$ cat config.mk
export PLATFORM = sky130hd
export DESIGN_NAME = sonar_ranging_servo_sweep
export DESIGN_NICKNAME = d
export VERILOG_FILES = /design/src/hdl/srs_pkg.sv /design/src/hdl/srs_cfg.sv /design/src/hdl/srs_mod_pipe.sv /design/src/hdl/srs_range.sv /design/src/hdl/srs_state.sv /design/src/hdl/sonar_ranging_servo_sweep.sv
export SDC_FILE = /design/constraint.sdc
export NUM_CORES = 2
export LEC_CHECK = 0
export ABC_AREA = 1
export BUFFER_PORTS_ARGS = -buffer_cell sky130_fd_sc_hd__buf_4
export CORE_MARGIN = 8
export CORE_UTILIZATION = 60
export CTS_CLUSTER_SIZE = 20
export DETAILED_ROUTE_END_ITERATION = 10
export PLACE_DENSITY = 0.82
export SYNTH_ARGS = -nofsm -noshare
export SYNTH_HDL_FRONTEND = slang
export SYNTH_HIERARCHICAL = 1
export SYNTH_SLANG_ARGS = --single-unit
$ cat constraint.sdc
create_clock -name clk -period 68.4 [get_ports clk]
set_input_delay 6.84 -clock clk [delete_from_list [all_inputs] [get_ports clk]]
set_output_delay 6.84 -clock clk [all_outputs]
set_load 0.01 [all_outputs]
$ cat src/hdl/srs_pkg.sv
package srs_pkg;

  localparam int CAP_W    = 16;
  localparam int PERIOD_W = 17;
  localparam int POS_W    = 14;
  localparam int DIST_W   = 13;
  localparam int DEG_W    = 8;
  localparam int AUS_W    = 15;
  localparam int ADEG_W   = 12;
  localparam int CFG_W    = 17;
  localparam int IDX_W    = 3;

  localparam logic [POS_W-1:0]    RIGHT_LIMIT_RST = POS_W'(800);
  localparam logic [POS_W-1:0]    LEFT_LIMIT_RST  = POS_W'(2200);
  localparam logic [POS_W-1:0]    NEUTRAL_RST     = POS_W'(1500);
  localparam logic [DIST_W-1:0]   DANGER_RST      = DIST_W'(200);
  localparam logic [PERIOD_W-1:0] PERIOD_RST      = PERIOD_W'(32201);
  localparam logic [PERIOD_W-1:0] PERIOD_FULL     = PERIOD_W'(65536);

  localparam logic [POS_W-1:0]  STEP_US  = POS_W'(100);
  localparam logic [POS_W-1:0]  POS_MAX  = POS_W'(16383);
  localparam logic [DIST_W-1:0] DIST_MAX = DIST_W'(8191);
  localparam logic [DEG_W-1:0]  MAX_DEG  = DEG_W'(165);

  // floor(x / 29) = (x * DIV29_MUL) >> DIV29_SHIFT for x below 2**20
  localparam int DIV29_SHIFT = 24;
  localparam logic [19:0] DIV29_MUL = 20'd578525;
  // floor(u / 17) = (u * DIV17_MUL) >> DIV17_SHIFT for u below 2**16
  localparam int DIV17_SHIFT = 20;
  localparam logic [16:0] DIV17_MUL = 17'd61681;

  typedef enum logic [1:0] {
    FUNC_ECHO    = 2'd0,
    FUNC_DANGER  = 2'd1,
    FUNC_TURN    = 2'd2,
    FUNC_NEUTRAL = 2'd3
  } func_t;

  typedef enum logic [IDX_W-1:0] {
    REG_RIGHT_LIMIT = 3'd0,
    REG_LEFT_LIMIT  = 3'd1,
    REG_NEUTRAL     = 3'd2,
    REG_DANGER      = 3'd3,
    REG_MEASURE_EN  = 3'd4,
    REG_PERIOD      = 3'd5
  } reg_idx_t;

  typedef struct packed {
    logic [POS_W-1:0]    right_limit;
    logic [POS_W-1:0]    left_limit;
    logic [POS_W-1:0]    center_pulse;
    logic [DIST_W-1:0]   danger_distance;
    logic                measure_enable;
    logic [PERIOD_W-1:0] counter_period;
  } cfg_t;

  typedef struct packed {
    func_t            func;
    logic [DEG_W-1:0] deg;
    logic             fall;
  } item_t;

  // one restoring step of a remainder: shift in one dividend bit, subtract if it fits
  function automatic logic [PERIOD_W-1:0] mod_step(input logic [PERIOD_W-1:0] rem,
                                                   input logic dbit,
                                                   input logic [PERIOD_W-1:0] q);
    logic [PERIOD_W:0] t;
    logic [PERIOD_W:0] qx;
    t  = {rem, dbit};
    qx = {1'b0, q};
    if (t >= qx) begin
      t = t - qx;
    end
    return t[PERIOD_W-1:0];
  endfunction

endpackage

$ cat src/hdl/srs_cfg.sv
module srs_cfg (
  input  logic                         clk,
  input  logic                         rst,
  input  logic                         cfg_write,
  input  logic [srs_pkg::IDX_W-1:0]    cfg_index,
  input  logic [srs_pkg::CFG_W-1:0]    cfg_data,
  output srs_pkg::cfg_t                cfg
);

  always_ff @(posedge clk) begin
    if (rst) begin
      cfg.right_limit      <= srs_pkg::RIGHT_LIMIT_RST;
      cfg.left_limit       <= srs_pkg::LEFT_LIMIT_RST;
      cfg.center_pulse     <= srs_pkg::NEUTRAL_RST;
      cfg.danger_distance  <= srs_pkg::DANGER_RST;
      cfg.measure_enable   <= 1'b1;
      cfg.counter_period   <= srs_pkg::PERIOD_RST;
    end else if (cfg_write) begin
      unique case (srs_pkg::reg_idx_t'(cfg_index))
        srs_pkg::REG_RIGHT_LIMIT: cfg.right_limit <= cfg_data[srs_pkg::POS_W-1:0];
        srs_pkg::REG_LEFT_LIMIT:  cfg.left_limit <= cfg_data[srs_pkg::POS_W-1:0];
        srs_pkg::REG_NEUTRAL:     cfg.center_pulse <= cfg_data[srs_pkg::POS_W-1:0];
        srs_pkg::REG_DANGER:      cfg.danger_distance <= cfg_data[srs_pkg::DIST_W-1:0];
        srs_pkg::REG_MEASURE_EN:  cfg.measure_enable <= cfg_data[0];
        srs_pkg::REG_PERIOD:      cfg.counter_period <= cfg_data[srs_pkg::PERIOD_W-1:0];
        default: ;
      endcase
    end
  end

endmodule

$ cat src/hdl/srs_mod_pipe.sv
module srs_mod_pipe (
  input  logic                            clk,
  input  logic                            rst,
  input  logic                            adv,
  input  logic                            take,
  input  logic [1:0]                      func,
  input  logic [srs_pkg::CAP_W-1:0]       cap,
  input  logic [srs_pkg::DEG_W-1:0]       deg,
  input  srs_pkg::cfg_t                   cfg,
  output logic                            o_valid,
  output srs_pkg::item_t                  o_item,
  output logic [srs_pkg::CAP_W-1:0]       o_cap_mod,
  output logic [srs_pkg::CAP_W-1:0]       o_rise_mod,
  output logic [srs_pkg::PERIOD_W-1:0]    o_q
);

  localparam int NB = srs_pkg::CAP_W;

  logic                          vld   [0:NB];
  srs_pkg::item_t                itm   [0:NB];
  logic [NB-1:0]                 cbits [0:NB];
  logic [NB-1:0]                 rbits [0:NB];
  logic [srs_pkg::PERIOD_W-1:0]  rc    [0:NB];
  logic [srs_pkg::PERIOD_W-1:0]  rr    [0:NB];

  logic                  edge_phase;
  logic [NB-1:0]         rising_capture;
  logic                  is_echo;
  logic [srs_pkg::PERIOD_W-1:0] q;

  // period of zero means the full 16-bit counter range
  assign q = (cfg.counter_period == '0) ? srs_pkg::PERIOD_FULL : cfg.counter_period;
  assign is_echo = (srs_pkg::func_t'(func) == srs_pkg::FUNC_ECHO) && cfg.measure_enable;

  // edge pairing is decided at entry, it depends on nothing computed downstream
  always_ff @(posedge clk) begin
    if (rst) begin
      vld[0]     <= 1'b0;
      edge_phase <= 1'b0;
    end else if (adv) begin
      vld[0] <= take;
      if (take && is_echo) begin
        edge_phase <= ~edge_phase;
      end
    end
  end

  always_ff @(posedge clk) begin
    if (adv && take && is_echo && !edge_phase) begin
      rising_capture <= cap;
    end
  end

  always_ff @(posedge clk) begin
    if (adv) begin
      itm[0].func <= srs_pkg::func_t'(func);
      itm[0].deg  <= deg;
      itm[0].fall <= is_echo && edge_phase;
      cbits[0]    <= cap;
      rbits[0]    <= rising_capture;
      rc[0]       <= '0;
      rr[0]       <= '0;
    end
  end

  // one dividend bit per stage for both captures
  for (genvar k = 0; k < NB; k++) begin : g_stage
    always_ff @(posedge clk) begin
      if (rst) begin
        vld[k+1] <= 1'b0;
      end else if (adv) begin
        vld[k+1] <= vld[k];
      end
    end

    always_ff @(posedge clk) begin
      if (adv) begin
        itm[k+1]   <= itm[k];
        cbits[k+1] <= {cbits[k][NB-2:0], 1'b0};
        rbits[k+1] <= {rbits[k][NB-2:0], 1'b0};
        rc[k+1]    <= srs_pkg::mod_step(rc[k], cbits[k][NB-1], q);
        rr[k+1]    <= srs_pkg::mod_step(rr[k], rbits[k][NB-1], q);
      end
    end
  end

  assign o_valid    = vld[NB];
  assign o_item     = itm[NB];
  assign o_cap_mod  = rc[NB][NB-1:0];
  assign o_rise_mod = rr[NB][NB-1:0];
  assign o_q        = q;

endmodule

$ cat src/hdl/srs_range.sv
module srs_range (
  input  logic                            clk,
  input  logic                            rst,
  input  logic                            adv,
  input  logic                            i_valid,
  input  srs_pkg::item_t                  i_item,
  input  logic [srs_pkg::CAP_W-1:0]       i_cap_mod,
  input  logic [srs_pkg::CAP_W-1:0]       i_rise_mod,
  input  logic [srs_pkg::PERIOD_W-1:0]    i_q,
  output logic                            o_valid,
  output srs_pkg::item_t                  o_item,
  output logic [srs_pkg::DIST_W-1:0]      o_mm
);

  localparam int PW = srs_pkg::PERIOD_W;

  logic                 a_valid;
  srs_pkg::item_t       a_item;
  logic [PW-1:0]        a_diff;
  logic [PW-1:0]        diff_next;
  logic [PW+2:0]        x5;
  logic [PW+22:0]       prod;
  logic [15:0]          quo;
  logic [srs_pkg::DIST_W-1:0] mm_next;

  // difference modulo the period, both operands already below it
  always_comb begin
    if (i_cap_mod >= i_rise_mod) begin
      diff_next = PW'(i_cap_mod) - PW'(i_rise_mod);
    end else begin
      diff_next = i_q - PW'(i_rise_mod) + PW'(i_cap_mod);
    end
  end

  always_ff @(posedge clk) begin
    if (rst) begin
      a_valid <= 1'b0;
      o_valid <= 1'b0;
    end else if (adv) begin
      a_valid <= i_valid;
      o_valid <= a_valid;
    end
  end

  // mm = d * 10 / 58 = d * 5 / 29
  always_comb begin
    x5   = ({3'b0, a_diff} << 2) + {3'b0, a_diff};
    prod = x5 * srs_pkg::DIV29_MUL;
    quo  = prod[srs_pkg::DIV29_SHIFT +: 16];
    if (quo > 16'(srs_pkg::DIST_MAX)) begin
      mm_next = srs_pkg::DIST_MAX;
    end else begin
      mm_next = quo[srs_pkg::DIST_W-1:0];
    end
  end

  always_ff @(posedge clk) begin
    if (adv) begin
      a_item <= i_item;
      a_diff <= diff_next;
      o_item <= a_item;
      o_mm   <= mm_next;
    end
  end

endmodule

$ cat src/hdl/srs_state.sv
module srs_state (
  input  logic                             clk,
  input  logic                             rst,
  input  logic                             adv,
  input  logic                             i_valid,
  input  srs_pkg::item_t                   i_item,
  input  logic [srs_pkg::DIST_W-1:0]       i_mm,
  input  srs_pkg::cfg_t                    cfg,
  output logic                             out_valid,
  output logic [srs_pkg::DIST_W-1:0]       distance_mm,
  output logic                             distance_new,
  output logic [srs_pkg::POS_W-1:0]        servo_pulse,
  output logic signed [srs_pkg::AUS_W-1:0] angle_us,
  output logic signed [srs_pkg::ADEG_W-1:0] angle_deg,
  output logic                             obstacle_near,
  output logic                             sweep_active
);

  localparam int PSW = srs_pkg::POS_W;

  logic [srs_pkg::DIST_W-1:0] distance_store, distance_store_next;
  logic [PSW-1:0]             servo_position, servo_position_next;
  logic                       sweep_toward_left, sweep_toward_left_next;
  logic                       sweep_on, sweep_on_next;
  logic                       detected_flag, detected_flag_next;
  logic                       fresh_next;
  logic [PSW:0]               pos_up;
  logic [12:0]                deg17;
  logic [PSW:0]               turn_sum;
  logic [PSW+1:0]             aus_wide;

  logic                       c_valid;
  logic                       c_fresh;
  logic [srs_pkg::AUS_W-1:0]  c_aus;
  logic [srs_pkg::DIST_W-1:0] c_dist;
  logic [PSW-1:0]             c_pos;
  logic                       c_det;
  logic                       c_sweep;

  logic [15:0]                aus5;
  logic [16:0]                twice;
  logic [16:0]                mag;
  logic [32:0]                dprod;
  logic [12:0]                dquo;

  always_comb begin
    distance_store_next    = distance_store;
    servo_position_next    = servo_position;
    sweep_toward_left_next = sweep_toward_left;
    sweep_on_next          = sweep_on;
    detected_flag_next     = detected_flag;
    fresh_next             = 1'b0;
    pos_up   = {1'b0, servo_position} + {1'b0, srs_pkg::STEP_US};
    deg17    = ({5'b0, i_item.deg} << 4) + {5'b0, i_item.deg};
    turn_sum = {1'b0, cfg.right_limit} + {3'b0, deg17[12:1]};
    unique case (i_item.func)
      srs_pkg::FUNC_ECHO: begin
        if (i_item.fall) begin
          distance_store_next = i_mm;
          fresh_next          = 1'b1;
          if (sweep_on) begin
            // right limit wins when both limits match
            if (servo_position == cfg.left_limit) sweep_toward_left_next = 1'b0;
            if (servo_position == cfg.right_limit) sweep_toward_left_next = 1'b1;
            if (sweep_toward_left_next) begin
              if (servo_position < cfg.left_limit) begin
                servo_position_next = pos_up[PSW] ? srs_pkg::POS_MAX : pos_up[PSW-1:0];
              end
            end else if (servo_position > cfg.right_limit) begin
              servo_position_next = (servo_position >= srs_pkg::STEP_US) ?
                                    servo_position - srs_pkg::STEP_US : '0;
            end
          end
        end
      end
      srs_pkg::FUNC_DANGER: begin
        detected_flag_next = (distance_store <= cfg.danger_distance);
        sweep_on_next      = !(distance_store <= cfg.danger_distance);
      end
      srs_pkg::FUNC_TURN: begin
        if (i_item.deg <= srs_pkg::MAX_DEG) begin
          servo_position_next = turn_sum[PSW] ? srs_pkg::POS_MAX : turn_sum[PSW-1:0];
        end
      end
      srs_pkg::FUNC_NEUTRAL: begin
        servo_position_next = cfg.center_pulse;
      end
      default: ;
    endcase
    aus_wide = {2'b0, servo_position_next} - {2'b0, cfg.right_limit};
  end

  always_ff @(posedge clk) begin
    if (rst) begin
      distance_store    <= '0;
      servo_position    <= srs_pkg::NEUTRAL_RST;
      sweep_toward_left <= 1'b0;
      sweep_on          <= 1'b0;
      detected_flag     <= 1'b0;
      c_valid           <= 1'b0;
      out_valid         <= 1'b0;
    end else if (adv) begin
      c_valid   <= i_valid;
      out_valid <= c_valid;
      if (i_valid) begin
        distance_store    <= distance_store_next;
        servo_position    <= servo_position_next;
        sweep_toward_left <= sweep_toward_left_next;
        sweep_on          <= sweep_on_next;
        detected_flag     <= detected_flag_next;
      end
    end
  end

  always_ff @(posedge clk) begin
    if (adv) begin
      c_fresh <= fresh_next;
      c_aus   <= aus_wide[srs_pkg::AUS_W-1:0];
      c_dist  <= distance_store_next;
      c_pos   <= servo_position_next;
      c_det   <= detected_flag_next;
      c_sweep <= sweep_on_next;
    end
  end

  // angle_deg = trunc(2 * (aus + 5) / 17), toward zero
  always_comb begin
    aus5  = {c_aus[srs_pkg::AUS_W-1], c_aus} + 16'd5;
    twice = {aus5, 1'b0};
    mag   = twice[16] ? (~twice + 17'd1) : twice;
    dprod = mag[15:0] * srs_pkg::DIV17_MUL;
    dquo  = dprod[srs_pkg::DIV17_SHIFT +: 13];
  end

  always_ff @(posedge clk) begin
    if (adv) begin
      distance_mm     <= c_dist;
      distance_new    <= c_fresh;
      servo_pulse     <= c_pos;
      angle_us        <= $signed(c_aus);
      angle_deg       <= twice[16] ? $signed(~dquo[srs_pkg::ADEG_W-1:0] + 12'd1)
                                   : $signed(dquo[srs_pkg::ADEG_W-1:0]);
      obstacle_near   <= c_det;
      sweep_active    <= c_sweep;
    end
  end

endmodule

$ cat src/hdl/sonar_ranging_servo_sweep.sv
// sonar ranging with a sweeping servo
// input channel (in_valid/in_ready) carries one command per transfer: func selects
// echo edge capture, danger check, turn to target_degrees, or return to neutral.
// echo edges pair up as rising then falling; a falling edge yields a new distance
// in mm and, with sweep on, moves the servo one 100 us step.
// output channel (out_valid/out_ready) returns exactly one result per command with
// the distance, servo pulse, angle and sweep status after that command.
// one command is taken every cycle unless the output holds the pipe. the depth is
// set by an entry stage and the capture remainder, one bit per stage over the 16
// bits of the capture, then difference, distance scaling, state update and angle
// stages.
// when out_ready is low with a result waiting the whole pipe holds and in_ready
// drops in the same cycle; nothing is lost or repeated.
// reset clears the pipe, loads the register defaults and puts the servo at 1500 us
// with sweep off. registers are written through cfg_write/cfg_index/cfg_data and
// should only change while no command is in flight.
module sonar_ranging_servo_sweep (
  input  logic                              clk,
  input  logic                              rst,
  input  logic                              in_valid,
  output logic                              in_ready,
  input  logic [1:0]                        func,
  input  logic [srs_pkg::CAP_W-1:0]         capture_value,
  input  logic [srs_pkg::DEG_W-1:0]         target_degrees,
  output logic                              out_valid,
  input  logic                              out_ready,
  output logic [srs_pkg::DIST_W-1:0]        distance_mm,
  output logic                              distance_new,
  output logic [srs_pkg::POS_W-1:0]         servo_pulse,
  output logic signed [srs_pkg::AUS_W-1:0]  angle_us,
  output logic signed [srs_pkg::ADEG_W-1:0] angle_deg,
  output logic                              obstacle_near,
  output logic                              sweep_active,
  input  logic                              cfg_write,
  input  logic [srs_pkg::IDX_W-1:0]         cfg_index,
  input  logic [srs_pkg::CFG_W-1:0]         cfg_data
);

  srs_pkg::cfg_t                 cfg;
  logic                          adv;
  logic                          m_valid;
  srs_pkg::item_t                m_item;
  logic [srs_pkg::CAP_W-1:0]     m_cap_mod;
  logic [srs_pkg::CAP_W-1:0]     m_rise_mod;
  logic [srs_pkg::PERIOD_W-1:0]  m_q;
  logic                          r_valid;
  srs_pkg::item_t                r_item;
  logic [srs_pkg::DIST_W-1:0]    r_mm;

  // whole pipe moves unless a result is held at the output
  assign adv      = !out_valid || out_ready;
  assign in_ready = adv;

  srs_cfg u_cfg (
    .clk       (clk),
    .rst       (rst),
    .cfg_write (cfg_write),
    .cfg_index (cfg_index),
    .cfg_data  (cfg_data),
    .cfg       (cfg)
  );

  srs_mod_pipe u_mod (
    .clk        (clk),
    .rst        (rst),
    .adv        (adv),
    .take       (in_valid && adv),
    .func       (func),
    .cap        (capture_value),
    .deg        (target_degrees),
    .cfg        (cfg),
    .o_valid    (m_valid),
    .o_item     (m_item),
    .o_cap_mod  (m_cap_mod),
    .o_rise_mod (m_rise_mod),
    .o_q        (m_q)
  );

  srs_range u_range (
    .clk        (clk),
    .rst        (rst),
    .adv        (adv),
    .i_valid    (m_valid),
    .i_item     (m_item),
    .i_cap_mod  (m_cap_mod),
    .i_rise_mod (m_rise_mod),
    .i_q        (m_q),
    .o_valid    (r_valid),
    .o_item     (r_item),
    .o_mm       (r_mm)
  );

  srs_state u_state (
    .clk             (clk),
    .rst             (rst),
    .adv             (adv),
    .i_valid         (r_valid),
    .i_item          (r_item),
    .i_mm            (r_mm),
    .cfg             (cfg),
    .out_valid       (out_valid),
    .distance_mm     (distance_mm),
    .distance_new    (distance_new),
    .servo_pulse     (servo_pulse),
    .angle_us        (angle_us),
    .angle_deg       (angle_deg),
    .obstacle_near   (obstacle_near),
    .sweep_active    (sweep_active)
  );

endmodule
* Word-level counts from Yosys, hierarchy flattened
Memory sizes are Yosys's and may differ from the RTL's. A register that Yosys moved wholly into a read port is not among the register bits. Index checks and enable logic that the tools add are counted.
Operators by class: order comparisons 39, equal/unequal tests 10, $mul 2, mux-type cells 111, add/sub/neg operators 44, reductions and logical operators 24, bitwise gates (word level) 20
Operators with widths (number):
- $mux 17 | 66
- $ge 18x17->1 | 32
- $sub 17x17->17 | 32
- $mux 14 | 9
- $pmux 14 s3 | 1
- $mul 20x20->40 const B | 1
- $mul 16x16->32 const B | 1
- $mux 1 | 31
- $eq 14x14->1 | 2
- $mux 13 | 2
- $add 19x17->20 | 1
- $add 17x16->17 | 1
- $logic_not 17->1 | 1
- $or 1x1->1 | 17
- $sub 16x16->17 | 1
- $sub 17x16->17 | 1
- $add 15x4->16 const B | 1
- $add 16x1->16 const B | 1
- $ge 16x16->1 | 1
- $gt 16x13->1 const B | 1
- $mux 16 | 1
- $not 16->16 | 1
- $reduce_and 2->1 | 8
- $add 14x12->15 | 1
- other kinds (24) | 36
Word-level totals: memory bits (writable) 1326, bits in registers 266, input bits 51, memories 6, output and inout port bits 59, logic and storage cells 290
Memories:
- u_mod.rc | words 17, width 17, read ports 17, clocked after memory_dff 0, wr ports 17, RTL line srs_mod_pipe.sv:23 | logic [srs_pkg::PERIOD_W-1:0] rc [0:NB];
- u_mod.rr | words 17, width 17, read ports 17, clocked after memory_dff 0, wr ports 17, RTL line srs_mod_pipe.sv:24 | logic [srs_pkg::PERIOD_W-1:0] rr [0:NB];
- u_mod.cbits | words 17, width 16, read ports 16, clocked after memory_dff 0, wr ports 17, RTL line srs_mod_pipe.sv:21 | logic [NB-1:0] cbits [0:NB];
- u_mod.rbits | words 17, width 16, read ports 16, clocked after memory_dff 0, wr ports 17, RTL line srs_mod_pipe.sv:22 | logic [NB-1:0] rbits [0:NB];
- u_mod.itm | words 17, width 11, read ports 17, clocked after memory_dff 1, wr ports 17, RTL line srs_mod_pipe.sv:20 | srs_pkg::item_t itm [0:NB];
- u_mod.vld | words 17, width 1, read ports 17, clocked after memory_dff 1, wr ports 17, RTL line srs_mod_pipe.sv:19 | logic vld [0:NB];

* Logic depth before layout (Yosys ltp)
depth in word-level cells 11, gate-level depth with buffers 44, gate-level depth less buffers 43

* Hierarchy
Netlist, hierarchy kept.
Modules (own cells, without submodules):
- srs_mod_pipe | cells an instance 7748, area an instance 66177.2 µm², times used 1
- srs_range | cells an instance 1776, area an instance 13892.1 µm², times used 1
- srs_state | cells an instance 1671, area an instance 13351.6 µm², times used 1
- srs_cfg | cells an instance 399, area an instance 2852.7 µm², times used 1
- sonar_ranging_servo_sweep | cells an instance 4, area an instance 20.0 µm², times used 1

* Worst setup path before layout
Ideal clock, no wire load.
path kind input-to-output, start point in out_ready, end point out in_ready, arrival time 31.551 ns, stages on the path 2, buffers on the path 0, data required time 61.560 ns, slack 30.009 ns, cells stage by stage inv_1 -> nand2_1
Between the ends: word-level cells in the longest chain between the ends 1
Ends and longest elaborated chain:
- start: declaration | RTL line sonar_ranging_servo_sweep.sv:26 | input logic out_ready,
- $logic_or 1x1->1 | RTL line sonar_ranging_servo_sweep.sv:51 | assign adv = !out_valid || out_ready;
- end: declaration | RTL line sonar_ranging_servo_sweep.sv:21 | output logic in_ready,
Every way passes these cells.

* Final worst setup path
Ends and elaborated chain as after synthesis.

==> results.py <==
metrics = {
    "run_status": {
        "status": "complete, no violations",
    },
    "clock_network": {
        "cts_buffers": 140,
        "holdBufCountCts": 0,
        "cts.clk_slew.worst_paths_ns": 0.06,
        "clock-root-buffer": "clkbuf_16",
        "post_cts_buffers": 0,
        "cts_resized": 0,
        "cts_max_path_buffers": 3,
        "cts_tree": "yes",
        "cts_num_sinks": 1296,
        "worstSkewPairLatency_ns": 0.81,
        "htreeDepth": 4,
    },
    "global_routing": {
        "overflow": 0,
        "antenna_found_initial": 0,
        "grt_pass1_wl_um": 400000,
        "grt_max_degree": 201,
        "grtUsageTotal_pct": 28.4,
        "first_global_vias": 76500,
    },
    "placement": {
        "place.gp.congestion": 0.974,
        "dp_hpwl_um": 187000,
        "port_buffers": 109,
    },
    "timing": {
        "clock.fmax_mhz": 68.2,
        "setup_viol": 0,
        "hold_viol_final": 0,
        "grt_setup_unrepaired": "no",
        "setup_tns_ns": 0,
        "tightest_slew_ns": 1.38,
        "period_needed_ns": 14.66,
        "slew_violations": 0,
        "timing.final.crit_share_pct": 21.4,
        "fin_worst_skew_ns": 0.0520,
        "relSlewSlack_pct": 7.44,
    },
    "cells_and_area": {
        "diodes": 0,
        "layout-drive-gt1-share_pct": 5.10,
        "mostFrequentLayoutCells": "nand2_1, inv_1, edfxtp_1, nand3_1, ha_1",
        "n_fill_cell": 13100,
        "final_common_cell": "nand2_1",
        "regArea_um2": 37800,
        "multi_input_area_um2": 51800,
        "nets": 13000,
        "area_growth_pct": 8.03,
    },
    "logic_synthesis": {
        "ys_types": 69,
        "synthesis.nets": 12900,
        "syn_area_per_cell_um2": 8.30,
        "synth_area_leaders": "edfxtp_1, nand2_1, ha_1",
        "syn_area_um2": 96300,
        "synth_top_flop_cell": "edfxtp_1",
        "yosysWarnings": 6,
        "synth_edf_count": 1188,
        "async_flop_share_pct": 0,
        "yosys.area.top_type": "edfxtp_1",
        "synthCells": 11600,
        "synth-seq-area-share_pct": 39.3,
        "synth_top_area_share_pct": 37.0,
        "ys_seq_elements": 1296,
    },
    "detailed_routing": {
        "dr.pass1.iters": 9,
        "wl_per_cell_um": 18.2,
        "antenna_left": 0,
        "drt_wl_total_um": 254000,
        "vias": 80200,
        "drcViolationCount": 0,
        "drtIter0Drc": 7188,
        "avgViaCountPerCell": 5.75,
    },
    "setup_path": {
        "crit_type": "input pin to primary output",
        "worstPathArrival_ns": 7.82,
        "cp.required_ns": 61.56,
        "crit_fanout": 28,
        "worst_setup_path_end_kind": "primary output",
        "setup.worst_path.start_class": "input pin",
        "ff2ff_setup_slack_ns": 59.69,
    },
    "floorplan": {
        "start_util_pct": 60.2,
        "io_pins": 110,
        "core-area_um2": 160000,
        "rows": 147,
        "fp.dieArea_um2": 174000,
        "fp.dieW_um": 417,
        "die_y_um": 417,
    },
    "run": {
        "cap_violations": 0,
    },
    "hold_path": {
        "hp-class": "flip-flop to flip-flop",
    },
}
final timing paths:
path,from,to,cells after the start
worst max-delay path,out_ready,in_ready,4
worst min-delay path,u_mod/itm[1][66]$_DFFE_PP_,u_mod/itm[1][77]$_DFFE_PP_,0
worst max register to register,u_range/a_diff[0]$_DFFE_PP_,u_range/o_mm[2]$_SDFFCE_PN1P_,33
worst min register to register,u_mod/itm[1][66]$_DFFE_PP_,u_mod/itm[1][77]$_DFFE_PP_,0
registers in the layout (all words and copies together) (netlist names), 14 cells and up:
| name | cells |
|---|---|
| u_mod/rr | 271 |
| u_mod/itm | 187 |
| u_mod/rising_capture | 16 |
| u_state/c_aus | 15 |
| u_state/servo_position | 14 |
| u_mod/cbits | 136 |
| u_state/c_pos | 14 |
| u_range/a_diff | 17 |
| u_cfg/cfg | 73 |
| u_mod/rc | 271 |
| u_mod/vld | 17 |
| u_state/servo_pulse | 14 |
| u_mod/rbits | 136 |
| u_state/angle_us | 15 |
through the flow:
step	cells	setup WS [ns]	hold WS, ns	utilization (%)	instance area, um2
finish	14000	53.74	0.406	65.0	104000
global route	14000	53.72	0.408	65.0	104000
floorplan	11600	30.01	0.400	-	96300
detailed placement	13700	53.75	0.405	62.0	99200
global placement	13700	53.74	0.400	62.0	99200
CTS	14000	53.75	0.402	65.0	104000
cell usage after synthesis, types with 7 or more instances:
cell type	instances
nand2_1	3348
inv_1	1498
edfxtp_1	1188
nand3_1	1039
ha_1	949
nor2_1	819
a21oi_1	726
o21ai_0	446
xor2_1	304
fa_1	259
nor3_1	133
dfxtp_1	108
buf_2	59
o21bai_1	59
a21o_1	55
nand4_1	51
nand2_2	50
xnor2_1	48
and2_1	45
clkbuf_1	40
nand2_4	34
buf_4	31
buf_6	27
nor2_2	24
nor4_1	22
o21a_1	21
a21oi_2	18
nand3b_1	17
a31oi_1	12
o21ai_2	12
a31oi_2	11
inv_2	10
o211ai_1	10
o21ai_1	9
or2_0	9
and2_4	8
buf_1	7
nor2_4	7
cell type report:
class                      count  share of cell area [%]
multi-input combinational   8624                    49.8
timing repair buffer         177                    1.29
clock inverter                82                    1.05
tap                         2086                    2.51
inverter                    1513                    5.46
clock buffer                 175                    3.54
sequential                  1296                    36.4
per-layer routing:
metal | up-vias | wire (um) | track usage [%]
met5 | - | 0 | 0
met4 | 0 | 12100 | 12.6
met3 | 729 | 20800 | 4.93
met2 | 3342 | 116000 | 46.5
met1 | 37300 | 105000 | 37.1
li1 | 38900 | - | -
critical path: stages:
cell and delay [ns]:
buf_4 0.11, inv_1 0.11, nand2_4 0.34, buf_4 0.35
cell families after synthesis:
logic type,share of synthesized area (%)
compound gates,8.19
xor+xnor,3.25
fa+ha+maj,17.7
buf+inv,6.96
flops,39.3
simple gates,24.6
Power is left out: the tool's default activity adds up to more than one toggle a clock period on the data nets, which glitch-free logic cannot reach.
